<file path="src/design/uer_pkg.sv">
// Shared types and constants of the ultrasonic echo ranger.
// Used by uer_core, ultrasonic_echo_ranger_unit and the test bench; no dependencies.
`timescale 1ns / 1ps

package uer_pkg;

  // no rising edge within this many ticks after the trigger pulse gives a start timeout
  localparam logic [15:0] START_TICKS = 16'd40000;

  localparam logic [7:0]  PULSE_TICKS_RST  = 8'd10;
  localparam logic [15:0] ECHO_TIMEOUT_RST = 16'd11662;

  // register indexes on the config port
  localparam logic REG_PULSE_TICKS  = 1'b0;
  localparam logic REG_ECHO_TIMEOUT = 1'b1;

  // result status codes
  localparam logic [1:0] ST_DIST_OK      = 2'd0;
  localparam logic [1:0] ST_START_TMO    = 2'd1;
  localparam logic [1:0] ST_PULSE_TMO    = 2'd2;
  localparam logic [1:0] ST_END_B4_START = 2'd3;

  // mm = floor((count*343 + 1000) / 2000), done as (count*343*M + 1000*M) >> 36
  // with M = ceil(2^36 / 2000); exact for every 16-bit count
  localparam int unsigned DIST_SHIFT = 36;
  localparam logic [49:0] DIST_MUL = 50'd11785390477;
  localparam logic [49:0] DIST_ADD = 50'd34359739000;

  typedef enum logic [3:0] {
    PH_IDLE = 4'b0001,
    PH_TRIG = 4'b0010,
    PH_WAIT = 4'b0100,
    PH_MEAS = 4'b1000
  } phase_e;

  typedef struct packed {
    logic [7:0]  pulse_ticks;
    logic [15:0] echo_timeout;
  } cfg_t;

  typedef struct packed {
    logic [13:0] distance_mm;
    logic [1:0]  status;
    logic        done_res;
    logic        trigger_out;
  } res_t;

endpackage

</file>
<file path="src/design/uer_core.sv">
// Ranging sequencer: phase, tick counter and echo edge tracking, plus the
// count to millimetre conversion. Depends on uer_pkg.
`timescale 1ns / 1ps

module uer_core (
  input  logic          clk_i,
  input  logic          rst_ni,
  input  logic          step_i,
  input  logic          start_request_i,
  input  logic          echo_level_i,
  input  uer_pkg::cfg_t cfg_i,
  output uer_pkg::res_t res_o
);

  uer_pkg::phase_e phase_q, phase_d;
  logic [15:0]     tick_q, tick_d;
  logic            last_echo_q;

  logic        rising, falling;
  logic        pulse_short;
  logic [15:0] plen;
  logic [15:0] tick_inc;
  logic [15:0] meas_cnt;
  logic [49:0] dist_prod;

  assign rising      = echo_level_i & ~last_echo_q;
  assign falling     = ~echo_level_i & last_echo_q;
  // a zero pulse length acts as one tick
  assign pulse_short = (cfg_i.pulse_ticks <= 8'd1);
  assign plen        = pulse_short ? 16'd1 : {8'd0, cfg_i.pulse_ticks};
  assign tick_inc    = (tick_q == 16'hFFFF) ? tick_q : tick_q + 16'd1;
  assign meas_cnt    = rising ? 16'd0 : tick_inc;
  assign dist_prod   = {34'd0, meas_cnt} * uer_pkg::DIST_MUL + uer_pkg::DIST_ADD;

  always_comb begin
    phase_d           = phase_q;
    tick_d            = tick_q;
    res_o.trigger_out = 1'b0;
    res_o.done_res    = 1'b0;
    res_o.status      = uer_pkg::ST_DIST_OK;
    res_o.distance_mm = 14'd0;
    unique case (phase_q)
      uer_pkg::PH_IDLE: begin
        if (start_request_i) begin
          res_o.trigger_out = 1'b1;
          if (pulse_short) begin
            phase_d = uer_pkg::PH_WAIT;
            tick_d  = 16'd0;
          end else begin
            phase_d = uer_pkg::PH_TRIG;
            tick_d  = 16'd1;
          end
        end
      end
      uer_pkg::PH_TRIG: begin
        res_o.trigger_out = 1'b1;
        if (tick_inc >= plen) begin
          phase_d = uer_pkg::PH_WAIT;
          tick_d  = 16'd0;
        end else begin
          tick_d = tick_inc;
        end
      end
      uer_pkg::PH_WAIT: begin
        tick_d = tick_inc;
        if (rising) begin
          phase_d = uer_pkg::PH_MEAS;
          tick_d  = 16'd0;
        end else if (tick_inc >= uer_pkg::START_TICKS) begin
          res_o.done_res = 1'b1;
          res_o.status   = uer_pkg::ST_START_TMO;
        end else if (falling) begin
          res_o.done_res = 1'b1;
          res_o.status   = uer_pkg::ST_END_B4_START;
        end
      end
      uer_pkg::PH_MEAS: begin
        // a second rising edge restarts the count
        tick_d = meas_cnt;
        if (meas_cnt >= cfg_i.echo_timeout) begin
          res_o.done_res = 1'b1;
          res_o.status   = uer_pkg::ST_PULSE_TMO;
        end else if (falling) begin
          res_o.done_res    = 1'b1;
          res_o.status      = uer_pkg::ST_DIST_OK;
          res_o.distance_mm = dist_prod[uer_pkg::DIST_SHIFT +: 14];
        end
      end
      default: begin
        phase_d = uer_pkg::PH_IDLE;
        tick_d  = 16'd0;
      end
    endcase
    if (res_o.done_res) begin
      phase_d = uer_pkg::PH_IDLE;
      tick_d  = 16'd0;
    end
  end

  always_ff @(posedge clk_i or negedge rst_ni) begin
    if (!rst_ni) begin
      phase_q     <= uer_pkg::PH_IDLE;
      tick_q      <= 16'd0;
      last_echo_q <= 1'b0;
    end else if (step_i) begin
      phase_q     <= phase_d;
      tick_q      <= tick_d;
      last_echo_q <= echo_level_i;
    end
  end

endmodule

</file>
<file path="src/design/ultrasonic_echo_ranger_unit.sv">
// Ultrasonic echo ranger: one item per microsecond tick in, one result item out.
// An item passes the input register and then the result register before its result
// is valid. Throughput: one item per cycle, bounded only by output stalls.
// Reset: phase idle, counters and echo history cleared, pulse_ticks = 10,
// echo_timeout = 11662, both pipeline registers empty.
`timescale 1ns / 1ps

module ultrasonic_echo_ranger_unit (
  input  logic        clk_i,
  input  logic        rst_ni,
  // input items
  input  logic        s_axis_tvalid,
  output logic        s_axis_tready,
  input  logic [7:0]  s_axis_tdata,   // [0] start_request, [1] echo_level, rest zero
  // result items
  output logic        m_axis_tvalid,
  input  logic        m_axis_tready,
  output logic [23:0] m_axis_tdata,   // [0] trigger_out, [1] done_res, [3:2] status,
                                      // [17:4] distance_mm, rest zero
  // config port
  input  logic        psel,
  input  logic        penable,
  input  logic        pwrite,
  input  logic [2:0]  paddr,
  input  logic [31:0] pwdata,
  output logic [31:0] prdata,
  output logic        pready
);

  uer_pkg::cfg_t cfg_q;
  uer_pkg::res_t res, res_q;

  logic in_valid_q, in_req_q, in_echo_q;
  logic out_valid_q;
  logic advance, fire, cfg_wr;

  // config registers
  assign pready = 1'b1;
  assign cfg_wr = psel & penable & pwrite;

  always_ff @(posedge clk_i or negedge rst_ni) begin
    if (!rst_ni) begin
      cfg_q.pulse_ticks  <= uer_pkg::PULSE_TICKS_RST;
      cfg_q.echo_timeout <= uer_pkg::ECHO_TIMEOUT_RST;
    end else if (cfg_wr) begin
      unique case (paddr[2])
        uer_pkg::REG_PULSE_TICKS:  cfg_q.pulse_ticks  <= pwdata[7:0];
        uer_pkg::REG_ECHO_TIMEOUT: cfg_q.echo_timeout <= pwdata[15:0];
        default: ;
      endcase
    end
  end

  always_comb begin
    unique case (paddr[2])
      uer_pkg::REG_PULSE_TICKS:  prdata = {24'd0, cfg_q.pulse_ticks};
      uer_pkg::REG_ECHO_TIMEOUT: prdata = {16'd0, cfg_q.echo_timeout};
      default:                   prdata = 32'd0;
    endcase
  end

  // two-register pipeline; while a result waits, the input side takes an item only into an empty input register
  assign advance       = ~out_valid_q | m_axis_tready;
  assign fire          = in_valid_q & advance;
  assign s_axis_tready = ~in_valid_q | advance;

  always_ff @(posedge clk_i or negedge rst_ni) begin
    if (!rst_ni) begin
      in_valid_q  <= 1'b0;
      out_valid_q <= 1'b0;
    end else begin
      if (s_axis_tready) begin
        in_valid_q <= s_axis_tvalid;
      end
      if (advance) begin
        out_valid_q <= in_valid_q;
      end
    end
  end

  always_ff @(posedge clk_i) begin
    if (s_axis_tvalid && s_axis_tready) begin
      in_req_q  <= s_axis_tdata[0];
      in_echo_q <= s_axis_tdata[1];
    end
    if (fire) begin
      res_q <= res;
    end
  end

  uer_core u_core (
    .clk_i           (clk_i),
    .rst_ni          (rst_ni),
    .step_i          (fire),
    .start_request_i (in_req_q),
    .echo_level_i    (in_echo_q),
    .cfg_i           (cfg_q),
    .res_o           (res)
  );

  assign m_axis_tvalid = out_valid_q;
  assign m_axis_tdata  = {6'd0, res_q};

  // a held item must not be dropped while the result side is stalled
  a_in_hold: assert property (@(posedge clk_i) disable iff (!rst_ni)
    in_valid_q && !advance |=> in_valid_q && $stable(in_req_q) && $stable(in_echo_q))
    else $error("input item lost during stall");

  // an item leaving the input register must show up as a result
  a_fire_out: assert property (@(posedge clk_i) disable iff (!rst_ni)
    fire |=> m_axis_tvalid)
    else $error("item advanced but no result valid");

  // trigger phases never finish a measurement
  a_trig_done: assert property (@(posedge clk_i) disable iff (!rst_ni)
    m_axis_tvalid |-> !(res_q.trigger_out && res_q.done_res))
    else $error("trigger and done in one result");

endmodule

</file>
<file path="config.mk">
export PLATFORM = sky130hd
export DESIGN_NAME = ultrasonic_echo_ranger_unit
export DESIGN_NICKNAME = d
export VERILOG_FILES = /design/src/design/uer_pkg.sv /design/src/design/uer_core.sv /design/src/design/ultrasonic_echo_ranger_unit.sv
export SDC_FILE = /design/constraint.sdc
export NUM_CORES = 1
export LEC_CHECK = 0
export CAP_MARGIN = 30
export CORE_ASPECT_RATIO = 0.6
export CORE_MARGIN = 3
export CORE_UTILIZATION = 65
export DETAILED_ROUTE_END_ITERATION = 12
export DONT_BUFFER_PORTS = 1
export PLACE_DENSITY = 0.93
export SLEW_MARGIN = 40
export SYNTH_ARGS = -nofsm -noshare
export SYNTH_HDL_FRONTEND = slang
export SYNTH_SLANG_ARGS = --single-unit
</file>
<file path="constraint.sdc">
create_clock -name clk_i -period 9.9 [get_ports clk_i]
set_input_delay 1.485 -clock clk_i [delete_from_list [all_inputs] [get_ports clk_i]]
set_output_delay 1.485 -clock clk_i [all_outputs]
set_load 0.01 [all_outputs]
</file>
Word level (Yosys, flattened, before mapping)
Cells that the tools add are included.
{"block": "totals", "inputBits": 50, "out_inout_bits": 59, "word_cells": 73, "regBits": 67}
{"block": "classes", "n_bitwise": 14, "add_sub_neg": 2, "eq_ne": 9, "n_lt_le_gt_ge": 4, "reduce_logical": 7, "mux": 23, "mul": 1}
{"op": "$mux 16", "count": 5}
{"op": "$pmux 32 s2", "count": 1}
{"op": "$add 50x36->50 const B", "count": 1}
{"op": "$mul 16x34->50 const B", "count": 1}
{"op": "$pmux 16 s3", "count": 1}
{"op": "$ge 16x16->1", "count": 2}
{"op": "$add 16x1->16 const B", "count": 1}
{"op": "$eq 16x16->1 const B", "count": 1}
{"op": "$ge 16x16->1 const B", "count": 1}
{"op": "$mux 4", "count": 4}
{"op": "$pmux 4 s4", "count": 1}
{"op": "$mux 3", "count": 5}
{"op": "$le 8x1->1 const B", "count": 1}
{"op": "$mux 8", "count": 1}
{"op": "$not 1->1", "count": 7}
{"op": "$ne 3x2->1 const B", "count": 2}
{"op": "$pmux 3 s2", "count": 1}
{"op": "$reduce_and 2->1", "count": 3}
{"op": "$and 1x1->1", "count": 5}
{"op": "$reduce_and 5->1", "count": 1}
{"op": "$eq 4x1->1 const B", "count": 1}
{"op": "$eq 4x2->1 const B", "count": 1}
{"op": "$eq 4x3->1 const B", "count": 1}
{"op": "$eq 4x4->1 const B", "count": 1}
{"op": "other kinds (8)", "count": 11}

Logic depth before layout (Yosys ltp)
Gate-level depths: netlist of the first run.
{"block": "depth", "ltp_word": 8, "ltp_mapped": 30}

Modules after synthesis
A second synthesis of the first run with hierarchy kept.
{"block": "hier_totals", "hier_cells": 1442, "hier_area_um2": 13753.2}
{"module": "uer_core", "instances": 1, "area_each_um2": 11753.8, "cells_per_inst": 1320}
{"module": "ultrasonic_echo_ranger_unit", "instances": 1, "area_each_um2": 1999.4, "cells_per_inst": 122}

Worst setup path before layout of the first run
Ideal clock, no wire load.
{"block": "synth_timing", "kind": "register -> register", "start": "reg u_core.tick_q[1]", "end": "reg res_q (netlist bit m_axis_tdata[10]), data pin", "setup_slack_ns": 2.365, "period_less_slack_ns": 7.535, "required_ns": 9.634, "setup_ns": 0.266, "t_arrival_ns": 7.269, "n_path_buf": 1, "stages_incl_launch_ff": 28, "cell_sequence": "dfrtp_1 ha_1 buf_6 nand4_4 nor4_1 nor2_1 xnor2_1 nor2_1 fa_1 inv_1 fa_1 inv_1 fa_1 fa_1 fa_1 inv_1 fa_1 inv_1 ha_1 and4_1 nand4_1 nand2b_1 a211o_1 o211ai_1 a211oi_1 o31ai_1 xnor2_1 nor2_1"}
{"block": "synth_via", "elab_chain_len": 5, "elab_cells_between_ends": 8}
{"item": "from (decl)", "line": "uer_core.sv:16", "rtl": "logic [15:0] tick_q, tick_d;"}
{"item": "from (signal assigned)", "line": "uer_core.sv:107", "rtl": "tick_q <= tick_d;"}
{"item": "$add 16x1->16 or $eq 16x16->1 (tied branches)", "line": "uer_core.sv:31", "rtl": "assign tick_inc = (tick_q == 16'hFFFF) ? tick_q : tick_q + 16'd1;"}
{"item": "$mux 16 *", "line": "uer_core.sv:31"}
{"item": "$mux 16 *", "line": "uer_core.sv:32", "rtl": "assign meas_cnt = rising ? 16'd0 : tick_inc;"}
{"item": "$mul 16x34->50 or $ge 16x16->1 (tied branches)", "line": "uer_core.sv:33, uer_core.sv:80"}
{"item": "$add 50x36->50 or $reduce_or 3->1 (tied branches)"}
{"item": "to (signal assigned)", "line": "ultrasonic_echo_ranger_unit.sv:87", "rtl": "res_q <= res;"}
{"item": "to (decl)", "line": "ultrasonic_echo_ranger_unit.sv:31", "rtl": "uer_pkg::res_t res, res_q;"}
Mark *: on every way between the ends. The rest lies on a longest branch, timed or not.
A chain may end at the register's enable or synchronous reset.

Worst setup path after layout of the first run
{"block": "layout_timing", "start": "reg u_core.tick_q[0]", "end": "reg res_q (netlist bit m_axis_tdata[16]), data pin"}
The elaborated chain is that of the path after synthesis.

==> run metrics, run 1 <==
slew at the pin closest to its max-slew limit=0.929 ns; global-route wire length before repair=56.0 mm; Initial DRT Pass Iterations=6; Post-CTS Setup Bufs=0; gr busiest metal=met2; max-slew violation count=0; FF+latch count, synth=67; Root Buffer=clkbuf_16; post-synthesis cell type count=84; die area=22400 um^2; min cycle time layout=9.58 ns; wire per inst=~22 um; Num CTS Buffers=9; largest net degree at the start of global routing=48; filler instances=1328; WHS=0.512 ns; GRT overflow=0; # IOs=109; initial antenna violation count=1; total core area=19600 um^2; Reg clk slew, reported paths=0.06 ns; DR DRC count=0; met1 global-route usage=between 40 and 50%; most common library cell in the layout ignoring fill and taps=inv_1; Post-DP HPWL=30.3 mm; Hold WC Path Type=flip-flop to flip-flop; std cell rows=39; RSZ-0062 raised after global routing=false; Avg Vias per Cell=6.15; clk_lat worst skew=0.35 ns; hold_buf cts=0; Ys Warns=0; Synth Flop Type=dfrtp_1; Mapped Area=13400 um^2; largest delay contributor family on the critical path=adder cells; relative slew slack=37.8%; CTS tree=done; DR vias=10200; critical path's most frequent cell=fa_1; clk sinks=67; DP Area=~14000 um^2; post-route insts no fill=1655; Post-Layout Inst Area=13900 um^2; synthesized area per cell=9.70 um^2; PwrDens=126 nW/um^2; cells after synthesis=1376; area grow syn2layout=4.02%; Cells after DPL=1639; critical path peak fanout=9; most frequent cells in the layout=inv_1, ha_1, fa_1; WP data arrival=9.65 ns; port bufs=0; Fin. Hold Viols=0; CP max stage delay=0.77 ns; Max Fclk=between 100 and 150 MHz; WS Path Type=flip-flop to flip-flop; VDD IR max=0.0946 mV; layout cells sized above 1=8.42%; Post-DRT Antenna Nets=0; Critical Path RT=9.97 ns; async set or reset register ratio after synthesis=70.1%; count of final setup violators=0; hold depth=1; Initial Util=between 60% and 70%; critical path capture point type=flip-flop; EDFF count, synth=20; Leak=a little under 8 nW; DR iter-0 viols=~1500; vias in the first global route=~10000; detailed-route wire length=35.7 mm; Nets=1838; Final Power=1.75 mW; Sum Neg Setup Slack=0 ns; status=completed; Max Root-Sink Buffers=2; CP max stage cell=o211ai_1; Worst Path Buf+Inv=4; Die X=roughly 190 um; gpl congestion=1.09; Crit path depth=26; met3 GRT Util=15.9%; PostCTS Resize Cnt=0; Critical Path Source Type=flip-flop; final worst path period share=a little over nine tenths; Die Y=around 120 um; gr usage total=33.3%; H-tree depth=3; Max Cap Viol=0; Global Route met2 Usage=49.0%; Max Clock Skew=0.0107 ns; reg2reg path depth=26; sequential element share of the synthesized area=13.4%; ANT cells=0
-- logic make-up (layout without fill, tap and decap cells) --
| logic type | Yosys count | after routing | share of synthesized area, % |
|---|---|---|---|
| AO/OA/AOI/OAI | 172 | 172 | 9.44 |
| XOR/XNOR | 40 | 40 | 2.62 |
| adder cells (fa/ha/maj) | 406 | 406 | 49.1 |
| buffers and inverters | 409 | 401 | 12.6 |
| flip-flops | 67 | 67 | 13.4 |
| multiplexers | 32 | 32 | 2.66 |
| other | 2 | 23 | 0.0562 |
| AND/OR/NAND/NOR | 248 | 248 | 10.0 |
-- per-stage QoR --
step / util, % / setup WS (ns)
after floorplan: - / 2.36
after CTS: 71.0 / 0.544
after global placement: 69.4 / 0.872
after global routing: 71.0 / 0.0579
final: 71.0 / 0.325
after detailed placement: 69.5 / 0.674
-- metal layers --
metal	vias to the layer above	share of wire, %
met5	-	0.020
met4	2	2.3
met3	127	16
met2	679	41
met1	4979	40
li1	4389	-
-- worst register-to-register path: cells and delay by family (launching register included) --
| kind | cells | cell delay, ns |
|---|---|---|
| adders and majority gates | 8 | 3.55 |
| AOI/OAI and AO/OA | 3 | 1.61 |
| DFF | 1 | 0.53 |
| and+or+nand+nor | 9 | 2.72 |
| xor gates and xnor gates | 2 | 0.31 |
| buffers and inverters | 4 | 0.58 |
-- Yosys cell counts, drive strengths merged, types with 5 or more instances --
| cell type | instances | area (um^2) |
|---|---|---|
| nand3 | 19 | 95.1 |
| xor2 | 14 | 123 |
| nand2 | 65 | 246 |
| or2 | 7 | 43.8 |
| mux2 | 28 | 315 |
| nor2 | 50 | 190 |
| or3 | 7 | 46.3 |
| edfxtp | 20 | 601 |
| a211oi | 11 | 95.1 |
| nor3 | 16 | 80.1 |
| nand2b | 12 | 75.1 |
| o21ai | 32 | 186 |
| a31oi | 6 | 37.5 |
| xnor2 | 26 | 228 |
| ha | 206 | 2580 |
| nor4 | 10 | 92.6 |
| a21oi | 38 | 190 |
| and3 | 8 | 50.1 |
| clkbuf | 13 | 78.8 |
| o21a | 6 | 45.0 |
| dfrtp | 36 | 901 |
| o22ai | 5 | 50.1 |
| buf | 28 | 225 |
| dfstp | 11 | 289 |
| nand4 | 15 | 130 |
| a21o | 29 | 220 |
| inv | 368 | 1380 |
| fa | 198 | 3960 |
| o31ai | 5 | 37.5 |
| and2 | 15 | 93.8 |
-- worst paths after layout --
kind                                     end  slack (ns)             start
max                         m_axis_tdata[16]        0.32  u_core.tick_q[0]
min reg2reg                        cfg_q[21]        0.51         cfg_q[21]
max in group asynchronous  u_core.phase_q[0]        8.87            rst_ni
min                                cfg_q[21]        0.51         cfg_q[21]
max reg2reg                 m_axis_tdata[16]        0.32  u_core.tick_q[0]
min in group asynchronous          cfg_q[20]        0.83            rst_ni
-- flip-flops by register name, indices dropped and copies added (netlist names) --
signal              count
cfg_q                  24
m_axis_tdata           18
u_core.tick_q          16
u_core.phase_q          4
in_echo_q               1
in_req_q                1
in_valid_q              1
m_axis_tvalid           1
u_core.last_echo_q      1
-- layout make-up --
cell class	count	area (um^2)	share of cell area, %
clock buffer	11	254	1.83
clock inverter	5	36.3	0.261
inverter	368	1380	9.95
multi-input combinational	921	9970	71.8
sequential	67	1790	12.9
tap	266	333	2.40
timing repair buffer	17	128	0.919
-- where the power goes --
part / switching (mW) / internal [mW]
combinational: 0.637 / 0.402
clock: 0.131 / 0.185
sequential: 0.0546 / 0.336
total: 0.822 / 0.924
(Power assumes the default switching activity.)
==> inputs of run 2 (changes only) <==
CORE_UTILIZATION = 60   (was 65)
PLACE_DENSITY = 0.88   (was 0.93)
==> run metrics, run 2 (synthesis gave the netlist of run 1 again) <==
gr usage total=30.3% (-3.0 points); PostCTS Resize Cnt=0 (unchanged); met3 GRT Util=13.5% (-2.4 points); count of final setup violators=0 (unchanged); CP max stage cell=or3_2; layout cells sized above 1=8.76% (+0.33 points); slew at the pin closest to its max-slew limit=0.792 ns (-0.137 ns); WS Path Type=flip-flop to flip-flop; die area=24100 um^2 (+8.0%); status=completed; Sw Ratio=46.1% (-0.96 points); Avg Vias per Cell=5.90 (-4.0%); critical path's most frequent cell=fa_1; critical path capture point type=flip-flop; Reg with most FFs=cfg_q; Die Y=122 um (+3.9%); CTS tree=done; Combinational Power Share=58.0% (-1.5 points); Num CTS Buffers=9 (unchanged); largest net degree at the start of global routing=48 (unchanged); hold depth=1 (unchanged); Global Route met2 Usage=42.7% (-6.3 points); Nets=1842 (+0.22%); most common library cell in the layout ignoring fill and taps=inv_1; max-slew violation count=0 (unchanged); detailed-route wire length=35.0 mm (-1.9%); Flop pwr share=21.8% (-0.6 points); setup slack after layout=0.941 ns (+0.617 ns); gpl congestion=1.03 (-5.9%); clock share of power=20.2% (+2.1 points); Post-CTS Setup Bufs=0 (unchanged); final core utilization=65.2% (-5.8 points); clk sinks=67 (unchanged); Initial Util=62.3% (-6.0 points); area grow syn2layout=4.69%; PwrDens=127 nW/um^2 (+1.4%); GRT overflow=0 (unchanged); global-route wire length before repair=54.9 mm (-2.0%); CP max stage delay=0.61 ns (-0.16 ns); Hold WC Path Type=flip-flop to flip-flop; clk_lat worst skew=0.35 ns (about the same); met1 global-route usage=44.4% (-0.88 points); Initial DRT Pass Iterations=6 (unchanged); wire per inst=21.0 um (-2.9%); Fin. Hold Viols=0 (unchanged); VDD IR max=0.0721 mV (-24%); Post-DRT Antenna Nets=0 (unchanged); Max Clock Skew=0.00971 ns (-0.00103 ns); WHS=0.519 ns (+0.00772 ns); final worst path period share=90.5% (-6.2 points); reg2reg path depth=28 (+7.7%); vias in the first global route=10000 (-4.1%); Max Fclk=112 MHz (+6.9%); gr busiest metal=met1; Critical Path RT=9.98 ns (about the same); Largest register FFs=24 (unchanged); initial antenna violation count=1 (unchanged); hold_buf cts=0 (unchanged); Leak=7.86 nW (+0.55%); Critical Path Source Type=flip-flop; WP data arrival=9.03 ns (-0.62 ns); filler instances=1673 (+26%); most frequent cells in the layout=inv_1, ha_1, fa_1; relative slew slack=46.8% (+9.1 points); Post-DP HPWL=30.2 mm (about the same); DR iter-0 viols=963 (-36%); critical path peak fanout=9 (unchanged); P_int=0.960 mW (+3.9%); Root Buffer=clkbuf_16; Die X=199 um (+4.0%); Sum Neg Setup Slack=0 ns (unchanged); ANT cells=0 (unchanged); DR DRC count=0 (unchanged); # IOs=109 (unchanged); Switching Power=0.822 mW (about the same); total core area=21400 um^2 (+9.6%); port bufs=0 (unchanged); H-tree depth=3 (unchanged); std cell rows=41 (+5.1%); Max Cap Viol=0 (unchanged); RSZ-0062 raised after global routing=false; DR vias=9869 (-3.0%); Max Root-Sink Buffers=2 (unchanged); Reg clk slew, reported paths=0.06 ns (about the same); dpl ws=0.868 ns (+0.194 ns); min cycle time layout=8.96 ns (-0.617 ns)
## run 2: path summary, 6_finish.rpt
kind	end	slack (ns)	from
min in group asynchronous	cfg_q[22]	0.83	rst_ni
worst min-delay path	cfg_q[22]	0.52	cfg_q[22]
worst min register to register	cfg_q[22]	0.52	cfg_q[22]
worst max-delay path	m_axis_tdata[16]	0.94	u_core.tick_q[0]
worst max register to register	m_axis_tdata[16]	0.94	u_core.tick_q[0]
max in group asynchronous	u_core.phase_q[0]	8.89	rst_ni
## run 2: worst max-delay path, delay by kind of cell (launching register included)
family / cells / cell delay [ns]
fa+ha+maj: 8 / 3.86
simple gates: 9 / 2.19
compound gates: 4 / 0.95
buf+inv: 5 / 0.76
flops: 1 / 0.50
xor+xnor: 2 / 0.38
## run 2: final cells by class
class / count / area [um^2] / share of cell area, %
Inverter: 368 / 1380 / 9.88
Sequential cell: 67 / 1790 / 12.8
Clock buffer: 9 / 225 / 1.61
Tap cell: 279 / 349 / 2.50
Timing Repair Buffer: 21 / 161 / 1.15
Clock inverter: 7 / 106 / 0.761
Multi-Input combinational cell: 921 / 9960 / 71.3
## run 2: through the flow
step / std cells / area [um^2] / total power [mW]
floorplan: 1397 / 13400 / 1.15
global placement: 1654 / 13600 / 1.34
detailed placement: 1655 / 13600 / 1.41
CTS: 1671 / 14000 / 1.78
global route: 1672 / 14000 / 1.96
finish: 1672 / 14000 / 1.78
## run 2: per-layer routing
layer	wire [um]	part of all wire, %	vias up
li1	-	-	4411
met5	8	0.023	-
met2	14400	41	475
met3	5000	14	42
met4	386	1.1	2
met1	15300	44	4939
## run 2: power groups by stage
stage	registers [mW]	clock network [mW]	logic (mW)
4_1_cts	0.386	0.367	1.02
3_3_place_gp	0.385	0	0.951
5_1_grt	0.394	0.374	1.19
6_report	0.388	0.361	1.03
2_1_floorplan	0.367	0	0.780
3_5_place_dp	0.390	0	1.02
